$ cat src/sv/stt_pkg.sv
// Package for the stage text tokenizer: field widths, kinds, codes and item structs.
// No dependencies; used by every other file of the block except stt_stream_if.
package stt_pkg;

  localparam int OFFSET_BITS = 32;
  localparam logic [OFFSET_BITS-1:0] OFF_MAX = {OFFSET_BITS{1'b1}};

  localparam logic [3:0] K_STRING = 4'd0;
  localparam logic [3:0] K_NUMBER = 4'd1;
  localparam logic [3:0] K_SYMBOL = 4'd2;
  localparam logic [3:0] K_IDENT  = 4'd3;
  localparam logic [3:0] K_SET    = 4'd4;
  localparam logic [3:0] K_STAGE  = 4'd8;
  localparam logic [3:0] K_DIAG   = 4'd9;
  localparam logic [3:0] K_END    = 4'd10;

  localparam logic [2:0] D_NONE    = 3'd0;
  localparam logic [2:0] D_EMPTY   = 3'd1;
  localparam logic [2:0] D_NUL     = 3'd2;
  localparam logic [2:0] D_OPENCOM = 3'd3;
  localparam logic [2:0] D_NLSTR   = 3'd4;
  localparam logic [2:0] D_OPENSTR = 3'd5;

  localparam logic OP_BYTE = 1'b0;
  localparam logic OP_END  = 1'b1;

  typedef enum logic [9:0] {
    M_IDLE  = 10'b0000000001,
    M_PEND  = 10'b0000000010,
    M_LCOM  = 10'b0000000100,
    M_BCOM  = 10'b0000001000,
    M_BSTAR = 10'b0000010000,
    M_STR   = 10'b0000100000,
    M_ESC   = 10'b0001000000,
    M_WORD  = 10'b0010000000,
    M_NUM   = 10'b0100000000,
    M_HALT  = 10'b1000000000
  } mode_t;

  typedef struct packed {
    logic       opcode;
    logic [7:0] data_byte;
  } in_item_t;

  typedef struct packed {
    logic [3:0]  result_kind;
    logic [2:0]  diag_code;
    logic [31:0] start_offset;
    logic [31:0] token_length;
    logic [31:0] line_number;
    logic [31:0] column_number;
    logic [7:0]  symbol_char;
    logic        recognized;
    logic        all_ok;
    logic        last_of_run;
  } out_item_t;

  // One entry of the queue between front and back: up to two results.
  typedef struct packed {
    logic      two;
    out_item_t first;
    out_item_t second;
  } pair_t;

  localparam logic [7:0] KW_CH [11][8] = '{
    '{8'h23, "S", "E", "T", 8'h0, 8'h0, 8'h0, 8'h0},
    '{"D", "O", "O", "R", 8'h0, 8'h0, 8'h0, 8'h0},
    '{"B", "O", "X", "I", "N", 8'h0, 8'h0, 8'h0},
    '{"N", "E", "X", "T", "R", "O", "O", "M"},
    '{"D", "U", "M", "M", "Y", 8'h0, 8'h0, 8'h0},
    '{"S", "T", "A", "Y", 8'h0, 8'h0, 8'h0, 8'h0},
    '{"B", "R", "E", "A", "K", 8'h0, 8'h0, 8'h0},
    '{"O", "R", "B", "R", "E", "A", "K", 8'h0},
    '{"S", "E", "A", "L", 8'h0, 8'h0, 8'h0, 8'h0},
    '{"S", "W", "I", "T", "C", "H", 8'h0, 8'h0},
    '{"Y", "U", "R", "E", 8'h0, 8'h0, 8'h0, 8'h0}
  };
  localparam logic [3:0] KW_LEN [11] = '{4'd4, 4'd4, 4'd5, 4'd8, 4'd5, 4'd4,
                                         4'd5, 4'd7, 4'd4, 4'd6, 4'd4};

  function automatic logic [31:0] sat32(input logic [OFFSET_BITS-1:0] v);
    logic [63:0] w;
    w = 64'(v);
    return (w > 64'hFFFF_FFFF) ? 32'hFFFF_FFFF : w[31:0];
  endfunction

endpackage

$ cat src/sv/stt_stream_if.sv
// Valid/ready channel interface carrying one payload item.
// Depends on nothing; the payload type is a type parameter.
interface stt_stream_if #(parameter type item_t = logic) ();
  logic  valid;
  logic  ready;
  item_t data;
  modport source (output valid, output data, input ready);
  modport sink (input valid, input data, output ready);
endinterface

$ cat src/sv/stt_front.sv
// Front part: the scanning mode machine; turns one byte or end item into up to two results.
// Depends on stt_pkg.
module stt_front (
  input  logic             clk,
  input  logic             rst_n,
  input  logic             in_valid,
  output logic             in_ready,
  input  stt_pkg::in_item_t in_data,
  output logic             q_push,
  output stt_pkg::pair_t   q_data,
  input  logic             q_full
);
  import stt_pkg::*;

  mode_t mode_r, mode_nxt;
  logic [OFFSET_BITS-1:0] off_r, off_nxt, tstart_r, tstart_nxt;
  logic [31:0] line_r, line_nxt, col_r, col_nxt, tline_r, tline_nxt, tcol_r, tcol_nxt;
  logic [7:0]  pend_r, pend_nxt;
  logic [10:0] kw_r, kw_nxt;
  logic [2:0]  nf_r, nf_nxt;   // [0] decimal, [1] exponent, [2] sign allowed
  logic [2:0]  st_r, st_nxt;   // [0] any, [1] nul, [2] error
  logic        fire;
  out_item_t   r0, r1;
  logic [1:0]  n;
  logic [7:0]  b;
  logic [OFFSET_BITS-1:0] tlen;

  assign in_ready = !q_full;
  assign fire = in_valid && in_ready;
  assign b = in_data.data_byte;

  function automatic logic dig(input logic [7:0] c);
    return c >= "0" && c <= "9";
  endfunction
  function automatic logic alp(input logic [7:0] c);
    return (c >= "a" && c <= "z") || (c >= "A" && c <= "Z");
  endfunction
  function automatic logic spc(input logic [7:0] c);
    return c == " " || (c >= 8'd9 && c <= 8'd13);
  endfunction
  function automatic logic [7:0] upc(input logic [7:0] c);
    return (c >= "a" && c <= "z") ? c - 8'd32 : c;
  endfunction
  // Narrow the candidate mask by byte c at word position pos.
  function automatic logic [10:0] kmatch(input logic [10:0] m,
                                         input logic [OFFSET_BITS-1:0] pos,
                                         input logic [7:0] c);
    logic [10:0] r;
    r = '0;
    if (pos < OFFSET_BITS'(8)) begin
      for (int i = 0; i < 11; i++) begin
        if (m[i] && pos < OFFSET_BITS'(KW_LEN[i]) && upc(c) == KW_CH[i][pos[2:0]])
          r[i] = 1'b1;
      end
    end
    return r;
  endfunction

  // Results are composed in two slots; r0 goes out first, r1 second.
  always_comb begin
    logic [3:0] wk;
    logic       set_start;
    logic       do_flush, do_start;
    mode_nxt = mode_r; off_nxt = off_r; line_nxt = line_r; col_nxt = col_r;
    tstart_nxt = tstart_r; tline_nxt = tline_r; tcol_nxt = tcol_r;
    pend_nxt = pend_r; kw_nxt = kw_r; nf_nxt = nf_r; st_nxt = st_r;
    r0 = '0; r1 = '0; n = 2'd0;
    wk = K_IDENT; set_start = 1'b0; do_flush = 1'b0; do_start = 1'b0;
    tlen = off_r - tstart_r;
    for (int i = 10; i >= 0; i--) begin
      if (kw_r[i] && tlen == OFFSET_BITS'(KW_LEN[i]))
        wk = (i < 4) ? K_SET + 4'(i) : K_STAGE;
    end

    if (in_data.opcode == OP_END) begin
      if (!st_r[0]) begin
        r0.result_kind = K_DIAG; r0.diag_code = D_EMPTY;
        r0.line_number = 32'd1; r0.column_number = 32'd1; n = 2'd1;
      end else if (mode_r == M_BCOM || mode_r == M_BSTAR || mode_r == M_STR ||
                   mode_r == M_ESC) begin
        r0.result_kind = K_DIAG;
        r0.diag_code = (mode_r == M_BCOM || mode_r == M_BSTAR) ? D_OPENCOM : D_OPENSTR;
        r0.start_offset = sat32(tstart_r); r0.line_number = tline_r;
        r0.column_number = tcol_r; n = 2'd1;
        st_nxt[2] = 1'b1;
      end else begin
        do_flush = 1'b1;
      end
      if (do_flush && (mode_r == M_PEND || mode_r == M_WORD || mode_r == M_NUM)) begin
        r0.start_offset = sat32(tstart_r); r0.line_number = tline_r;
        r0.column_number = tcol_r;
        if (mode_r == M_PEND) begin
          r0.result_kind = K_SYMBOL; r0.token_length = 32'd1; r0.symbol_char = pend_r;
        end else begin
          r0.result_kind = (mode_r == M_WORD) ? wk : K_NUMBER;
          r0.token_length = sat32(tlen);
        end
        n = 2'd1;
      end
      r1.result_kind = K_END; r1.start_offset = sat32(off_r);
      r1.line_number = line_r; r1.column_number = col_r;
      r1.recognized = st_r[0] && !st_r[1];
      r1.all_ok = st_r[0] && !st_r[1] && !(st_nxt[2]);
      r1.last_of_run = 1'b1;
      if (n == 2'd0) begin
        r0 = r1; r1 = '0; n = 2'd1;
      end else begin
        n = 2'd2;
      end
      mode_nxt = M_IDLE; off_nxt = '0; line_nxt = 32'd1; col_nxt = 32'd1;
      tstart_nxt = '0; tline_nxt = 32'd1; tcol_nxt = 32'd1; pend_nxt = '0;
      kw_nxt = '1; nf_nxt = '0; st_nxt = '0;
    end else begin
      st_nxt[0] = 1'b1;
      if (b == 8'd0) begin
        if (!st_r[1]) begin
          st_nxt[1] = 1'b1;
          r0.result_kind = K_DIAG; r0.diag_code = D_NUL;
          r0.line_number = 32'd1; r0.column_number = 32'd1; n = 2'd1;
        end
        mode_nxt = M_HALT;
      end else begin
        unique case (mode_r)
          M_IDLE: do_start = 1'b1;
          M_PEND: begin
            if (pend_r == "/" && b == "/") mode_nxt = M_LCOM;
            else if (pend_r == "/" && b == "*") mode_nxt = M_BCOM;
            else if (pend_r != "/" && dig(b)) begin
              nf_nxt = '0; mode_nxt = M_NUM;
            end else begin
              do_flush = 1'b1; do_start = 1'b1;
            end
          end
          M_LCOM: if (b == 8'h0A) mode_nxt = M_IDLE;
          M_BCOM, M_BSTAR: begin
            if (mode_r == M_BSTAR && b == "/") mode_nxt = M_IDLE;
            else mode_nxt = (b == "*") ? M_BSTAR : M_BCOM;
          end
          M_STR: begin
            if (b == 8'h22) begin
              r0.result_kind = K_STRING; r0.start_offset = sat32(tstart_r);
              r0.token_length = sat32(tlen == OFF_MAX ? tlen : tlen + 1'b1);
              r0.line_number = tline_r; r0.column_number = tcol_r; n = 2'd1;
              mode_nxt = M_IDLE;
            end else if (b == 8'h5C) begin
              mode_nxt = M_ESC;
            end else if (b == 8'h0A || b == 8'h0D) begin
              r0.result_kind = K_DIAG; r0.diag_code = D_NLSTR;
              r0.start_offset = sat32(tstart_r); r0.line_number = tline_r;
              r0.column_number = tcol_r;
              r1 = r0; r1.diag_code = D_OPENSTR; n = 2'd2;
              st_nxt[2] = 1'b1; mode_nxt = M_HALT;
            end
          end
          M_ESC: mode_nxt = M_STR;
          M_WORD: begin
            if (alp(b) || dig(b) || b == "_") kw_nxt = kmatch(kw_r, tlen, b);
            else begin
              do_flush = 1'b1; do_start = 1'b1;
            end
          end
          M_NUM: begin
            nf_nxt[2] = 1'b0;
            if (nf_r[2] && (b == "+" || b == "-")) begin
            end else if (dig(b)) begin
            end else if (b == "." && nf_r[1:0] == 2'b00) begin
              nf_nxt[0] = 1'b1;
            end else if ((b == "e" || b == "E") && !nf_r[1]) begin
              nf_nxt[1] = 1'b1; nf_nxt[2] = 1'b1;
            end else begin
              do_flush = 1'b1; do_start = 1'b1;
            end
          end
          default: mode_nxt = M_HALT;
        endcase
        if (do_flush) begin
          r0.start_offset = sat32(tstart_r); r0.line_number = tline_r;
          r0.column_number = tcol_r; n = 2'd1;
          if (mode_r == M_PEND) begin
            r0.result_kind = K_SYMBOL; r0.token_length = 32'd1; r0.symbol_char = pend_r;
          end else begin
            r0.result_kind = (mode_r == M_WORD) ? wk : K_NUMBER;
            r0.token_length = sat32(tlen);
          end
        end
        if (do_start) begin
          mode_nxt = M_IDLE;
          if (!spc(b)) begin
            set_start = 1'b1;
            if (b == "/" || b == "+" || b == "-" || b == ".") begin
              pend_nxt = b; mode_nxt = M_PEND;
            end else if (b == 8'h22) begin
              mode_nxt = M_STR;
            end else if (b == "#" || alp(b) || b == "_") begin
              kw_nxt = kmatch(11'h7FF, '0, b); mode_nxt = M_WORD;
            end else if (dig(b)) begin
              nf_nxt = '0; mode_nxt = M_NUM;
            end else begin
              r1.result_kind = K_SYMBOL; r1.token_length = 32'd1; r1.symbol_char = b;
              r1.start_offset = sat32(off_r); r1.line_number = line_r;
              r1.column_number = col_r;
              if (n == 2'd0) begin
                r0 = r1; r1 = '0; n = 2'd1;
              end else n = 2'd2;
            end
          end
        end
        if (set_start) begin
          tstart_nxt = off_r; tline_nxt = line_r; tcol_nxt = col_r;
        end
      end
      if (off_r != OFF_MAX) off_nxt = off_r + 1'b1;
      if (b == 8'h0A) begin
        if (line_r != 32'hFFFF_FFFF) line_nxt = line_r + 32'd1;
        col_nxt = 32'd1;
      end else if (col_r != 32'hFFFF_FFFF) col_nxt = col_r + 32'd1;
      if (n == 2'd1) r0.last_of_run = 1'b1;
      if (n == 2'd2) r1.last_of_run = 1'b1;
    end
  end

  assign q_push = fire && n != 2'd0;
  assign q_data = '{two: n == 2'd2, first: r0, second: r1};

  always_ff @(posedge clk) begin
    if (!rst_n) begin
      mode_r <= M_IDLE; off_r <= '0; line_r <= 32'd1; col_r <= 32'd1;
      tstart_r <= '0; tline_r <= 32'd1; tcol_r <= 32'd1; pend_r <= '0;
      kw_r <= '1; nf_r <= '0; st_r <= '0;
    end else if (fire) begin
      mode_r <= mode_nxt; off_r <= off_nxt; line_r <= line_nxt; col_r <= col_nxt;
      tstart_r <= tstart_nxt; tline_r <= tline_nxt; tcol_r <= tcol_nxt;
      pend_r <= pend_nxt; kw_r <= kw_nxt; nf_r <= nf_nxt; st_r <= st_nxt;
    end
  end

  a_halt_stays: assert property (@(posedge clk) disable iff (!rst_n)
    fire && mode_r == M_HALT && in_data.opcode == OP_BYTE |=> mode_r == M_HALT)
    else $error("halted scan left halt on a byte");
  a_end_resets: assert property (@(posedge clk) disable iff (!rst_n)
    fire && in_data.opcode == OP_END |=> off_r == '0 && st_r == '0)
    else $error("end item did not reset the scan");
  a_end_pushes: assert property (@(posedge clk) disable iff (!rst_n)
    fire && in_data.opcode == OP_END |-> q_push)
    else $error("end item produced no result");
endmodule

$ cat src/sv/stt_back.sv
// Back part: a two-entry queue of result pairs, delivered one result per cycle while out_ready is high.
// Depends on stt_pkg.
module stt_back (
  input  logic              clk,
  input  logic              rst_n,
  input  logic              q_push,
  input  stt_pkg::pair_t    q_data,
  output logic              q_full,
  output logic              out_valid,
  input  logic              out_ready,
  output stt_pkg::out_item_t out_data
);
  import stt_pkg::*;

  pair_t      buf_r [2];
  logic       wp_r, rp_r, half_r;
  logic [1:0] cnt_r;
  logic       pop_item, pop_pair;

  assign q_full    = cnt_r == 2'd2;
  assign out_valid = cnt_r != 2'd0;
  assign out_data  = half_r ? buf_r[rp_r].second : buf_r[rp_r].first;
  assign pop_item  = out_valid && out_ready;
  assign pop_pair  = pop_item && (half_r || !buf_r[rp_r].two);

  always_ff @(posedge clk) begin
    if (q_push) buf_r[wp_r] <= q_data;
  end

  always_ff @(posedge clk) begin
    if (!rst_n) begin
      wp_r <= 1'b0; rp_r <= 1'b0; half_r <= 1'b0; cnt_r <= '0;
    end else begin
      if (q_push) wp_r <= !wp_r;
      if (pop_pair) begin
        rp_r <= !rp_r; half_r <= 1'b0;
      end else if (pop_item) half_r <= 1'b1;
      cnt_r <= cnt_r + 2'(q_push) - 2'(pop_pair);
    end
  end

  a_no_overflow: assert property (@(posedge clk) disable iff (!rst_n)
    q_push |-> !q_full || pop_pair)
    else $error("push into full queue");
  a_half_only_pair: assert property (@(posedge clk) disable iff (!rst_n)
    half_r |-> out_valid && buf_r[rp_r].two)
    else $error("second half selected on a single entry");
  a_last_closes: assert property (@(posedge clk) disable iff (!rst_n)
    pop_pair |-> out_data.last_of_run)
    else $error("pair retired without last mark");
endmodule

$ cat src/sv/stage_text_tokenizer.sv
// Stage text tokenizer top level: front scanner, result queue, output channel.
// Depends on stt_pkg, stt_stream_if, stt_front and stt_back.
//
// The tokenizer takes one resource byte or end item per cycle and keeps taking
// them back to back as long as its two-entry result queue has room; the scan
// state (mode, position, keyword candidate mask) updates in a single step per
// byte in the front part. An item yields up to two results, queued together
// and sent one per cycle, so a run of two-result items is paced by the output
// port at one result per cycle. Tokens carry kind, start offset, length, line
// and column; the last result of each item has last_of_run set. After a nul
// byte diagnostic, tokens already sent must be dropped downstream.
module stage_text_tokenizer (
  input logic clk,
  input logic rst_n,
  stt_stream_if.sink   in_if,
  stt_stream_if.source out_if
);
  import stt_pkg::*;

  logic  q_push, q_full;
  pair_t q_data;

  stt_front u_front (
    .clk, .rst_n,
    .in_valid (in_if.valid),
    .in_ready (in_if.ready),
    .in_data  (in_if.data),
    .q_push, .q_data, .q_full
  );

  stt_back u_back (
    .clk, .rst_n,
    .q_push, .q_data, .q_full,
    .out_valid (out_if.valid),
    .out_ready (out_if.ready),
    .out_data  (out_if.data)
  );
endmodule

$ cat src/flat_wrapper.sv
// flat-port wrapper written by rule: the top's interface ports become plain ports
module stage_text_tokenizer_flat import stt_pkg::*;
  (clk, rst_n, in_if_valid, in_if_data, in_if_ready, out_if_valid, out_if_data, out_if_ready);
  stt_stream_if #(.item_t(in_item_t)) in_if_i ();
  stt_stream_if #(.item_t(out_item_t)) out_if_i ();
  input logic clk;
  input logic rst_n;
  input wire logic [$bits(in_if_i.valid)-1:0] in_if_valid;
  input wire logic [$bits(in_if_i.data)-1:0] in_if_data;
  output wire logic [$bits(in_if_i.ready)-1:0] in_if_ready;
  output wire logic [$bits(out_if_i.valid)-1:0] out_if_valid;
  output wire logic [$bits(out_if_i.data)-1:0] out_if_data;
  input wire logic [$bits(out_if_i.ready)-1:0] out_if_ready;
  assign in_if_i.valid = in_if_valid;
  assign in_if_i.data = in_if_data;
  assign in_if_ready = in_if_i.ready;
  assign out_if_valid = out_if_i.valid;
  assign out_if_data = out_if_i.data;
  assign out_if_i.ready = out_if_ready;
  stage_text_tokenizer u_core (.clk(clk), .rst_n(rst_n), .in_if(in_if_i), .out_if(out_if_i));
endmodule
$ cat config.mk
export PLATFORM = sky130hd
export DESIGN_NAME = stage_text_tokenizer_flat
export DESIGN_NICKNAME = d
export VERILOG_FILES = /design/src/sv/stt_pkg.sv /design/src/sv/stt_stream_if.sv /design/src/sv/stt_front.sv /design/src/sv/stt_back.sv /design/src/sv/stage_text_tokenizer.sv /design/src/flat_wrapper.sv
export SDC_FILE = /design/constraint.sdc
export NUM_CORES = 2
export LEC_CHECK = 0
export ABC_AREA = 1
export ABC_CLOCK_PERIOD_IN_PS = 19260
export BUFFER_PORTS_ARGS = -buffer_cell sky130_fd_sc_hd__buf_2
export CAP_MARGIN = 20
export CELL_PAD_IN_SITES_DETAIL_PLACEMENT = 1
export CELL_PAD_IN_SITES_GLOBAL_PLACEMENT = 1
export CORE_MARGIN = 1.5
export CORE_UTILIZATION = 40
export CTS_CLUSTER_DIAMETER = 60
export DETAILED_ROUTE_END_ITERATION = 10
export HOLD_SLACK_MARGIN = 0.03
export PLACE_DENSITY_LB_ADDON = 0.1
export SYNTH_ARGS = -nofsm -noshare
export SYNTH_HDL_FRONTEND = slang
export SYNTH_SLANG_ARGS = --single-unit
$ cat constraint.sdc
create_clock -name clk -period 19.26 [get_ports clk]
set_input_delay 1.926 -clock clk [delete_from_list [all_inputs] [get_ports clk]]
set_output_delay 1.926 -clock clk [all_outputs]
set_load 0.01 [all_outputs]
==> impl_metrics.toml <==
[clock_tree]
path_clk_slew_ps = 60
holdBufCountCts = 0
cts-root-buf = "clkbuf_16"
cts_buffers = 92
clkSinkCount = 751
htree_levels = 3
postCtsSetupRepairBufs = 0
cts_tree = "built"
clk_latency_ps = 700
cts_resized = 0
clock_path_buffers = 3

[grt]
overflow = 0
grt_pass1_vias = 37435
grt_max_degree = 129
grt_use_total_pct = 29.0
antenna_found_initial = 4
grt_first_pass_wirelength_mm = 230

[power_and_ir_drop]
power_frac_comb_pct = 27.3
ir_drop_mv = 0.0865
seqPwrFrac_pct = 37.9
power_density_nw_per_um2 = 115
fin_total_pwr_mw = 5.27
p_sw_mw = 1.89
clock_power_share_pct = 34.8
p_int_mw = 3.38
leakage_nw = 16.9
p_sw_share_pct = 35.9

[setup_path]
slowest_stage = "buf_4"
startpoint_type = "primary input"
critPathBufInv = 7
r2r_cells = 15
path_cells = "buf_2 -> clkinv_1 -> nand3_1 -> inv_1 -> nand2_2 -> buf_4 -> nor2_2 -> inv_1 -> nand4_4 -> nand3_1 -> nand3_1 -> nand4_1 -> nand2_1 -> nor2_4 -> buf_4 -> buf_4"
critPathTopFamily = "buffers and inverters"
critPathMaxStageDelay_ps = 890
crit_type = "primary input to flip-flop"
worstSetupPathDepth = 16
required_ps = 19550
worstPathArrival_ps = 8350
critPathMaxFanout = 68
end_kind = "flip-flop"

[final_layout]
finish.utilization_pct = 45.5
final_common_cell = "nand2_1"
antenna_cells = 0
layout.nets = 5129
layout-drive-gt1-share_pct = 10.1
final_cells = 6502
layout_common_cells = "1047 x nand2_1, 625 x nor2_1, 560 x o21ai_0"
area_delta_synth_final_pct = 12.2

[placement]
place_inst = 6329
port_buffers = 160
dp_hpwl_mm = 104
gp_congestion = 0.922

[timing]
finalSetupViolations = 0
worstMarginPinSlew_ps = 1260
hold_viol = 0
fin_crit_sh_pct = 41.9
rsz0062_at_grt = "false"
final.min_clock_period_ps = 8070
skew_ps = 41.0
slew_violations = 0
tns_ps = 0
slew_headroom_pct = 15.1
fmax_mhz = 124

[route]
met2_wirelength_mm = 73.1
finalWirelength_mm = 152
vias = 36924
dr.pass1.iters = 5
top_layer = "met4"
drt_iter0_markers = 2632
drc = 0
m1WireLength_mm = 67.0
wl_met3_mm = 7.59
ant_nets = 0
routed_via_density = 5.68
post_drt_wl_per_cell_um = 23.4

[synthesis]
ys_seq_elements = 751
synth.avg_cell_area_um2 = 8.12
netlist_instances = 5017
ys_warn_count = 0
yosysUniqueCellTypes = 70
synth_edf_count = 518
ys_seq_area_share_pct = 49.7
syn-num-nets = 5080
synth_ff_type = "edfxtp_1"
syn_area_um2 = 40700
postSynth.asyncResetShare_pct = 0

[die]
start_util_pct = 40.5
fp.dieW_um = 322
boundaryPins = 161
core-area_um2 = 100000
num_rows = 116
die_area_um2 = 104000
die_y_um = 322

[worst_hold_path]
worstHoldPathType = "flip-flop to flip-flop"
hold_depth = 2

[flow_run]
timing.max_cap.violations = 0

[outcome]
status = "finished, final reports clean"
-- power by group through the flow --
stage	combinational [mW]	sequential [mW]	clock, mW
floorplan	0.856	2.06	0
global placement	1.42	2.02	0
detailed placement	1.44	2.03	0
CTS	1.45	1.99	1.86
global route	1.56	2.01	1.92
finish	1.44	1.99	1.83
-- sequential cells by signal, summed over array words and instances (netlist names), named ones only --
name                     count
u_core.u_back.buf_r        518
u_core.u_front.col_r        32
u_core.u_front.line_r       32
u_core.u_front.off_r        32
u_core.u_front.tcol_r       32
u_core.u_front.tline_r      32
u_core.u_front.tstart_r     32
u_core.u_front.kw_r         11
u_core.u_front.mode_r       10
u_core.u_front.pend_r        8
u_core.u_front.nf_r          3
u_core.u_front.st_r          3
u_core.u_back.cnt_r          2
u_core.u_back.half_r         1
u_core.u_back.rp_r           1
u_core.u_back.wp_r           1
-- layer usage --
metal | vias up | global-route usage [%]
li1 | 17200 | -
met4 | 0 | 8.36
met1 | 18620 | 38.1
met3 | 218 | 3.99
met5 | - | 0
met2 | 886 | 49.5
-- cells by family (layout without fill, tap and decap cells) --
family | after synthesis | in the layout | share of synthesized area [%]
AO/OA/AOI/OAI | 1186 | 1186 | 17.0
AND/OR/NAND/NOR | 2165 | 2165 | 22.6
XOR/XNOR | 56 | 56 | 1.20
adder cells (fa/ha/maj) | 50 | 50 | 1.55
flip-flops | 751 | 751 | 49.7
buffers and inverters | 809 | 937 | 7.99
-- stage by stage --
step           hold WS [ps]  setup WS [ps]  cell area [um2]
2_1_floorplan           426           3980            40700
3_3_place_gp            434          10630            42500
3_5_place_dp            447          10490            42500
4_1_cts                 461          11200            45700
5_1_grt                 474          10850            45700
6_report                458          11200            45700
-- cell usage after synthesis (all sizes together), types with 2 or more instances --
library cell	n	area, um2
a2111oi	2	17.5
a211oi	21	158
a21oi	244	1230
a22oi	2	15.0
a31oi	3	18.8
a32oi	10	87.6
a41oi	2	17.5
and2	3	18.8
and3	4	25.0
buf	72	475
clkbuf	176	661
clkinv	6	22.5
dfxtp	233	4660
edfxtp	518	15600
ha	49	613
inv	555	2100
nand2	1066	4060
nand3	209	1070
nand3b	4	30.0
nand4	60	397
nor2	664	2670
nor3	108	593
nor3b	4	30.0
nor4	37	274
o2111ai	4	35.0
o211ai	26	195
o21a	6	45.0
o21ai	602	3030
o21bai	3	22.5
o221ai	20	175
o22ai	215	1660
o31ai	15	113
o32ai	3	26.3
or2	5	31.3
xnor2	4	35.0
xor2	52	455
-- final timing paths --
path	to	start	slack, ps
worst max-delay path	u_core.u_back.buf_r[0][113]	in_if_data[4]	11200
worst min-delay path	u_core.u_front.tcol_r[11]	u_core.u_front.tcol_r[11]	460
worst max register to register	u_core.u_back.buf_r[0][113]	u_core.u_front.mode_r[7]	13270
worst min register to register	u_core.u_front.tcol_r[11]	u_core.u_front.tcol_r[11]	460
-- final cells by class --
cell class	instances	area, um2
Tap cell	1357	1700
Clock inverter	53	689
Multi-Input combinational cell	3457	17300
Timing Repair Buffer	203	1120
Fill cell	12132	54700
Clock buffer	120	2520
Sequential cell	751	20200
Inverter	561	2140
-- worst min-delay path: stages (launching register included) --
cell	delay [ps]
dfxtp_1	310
nand2_1	60
a21oi_1	50
Power figures use the tool's default switching activity.
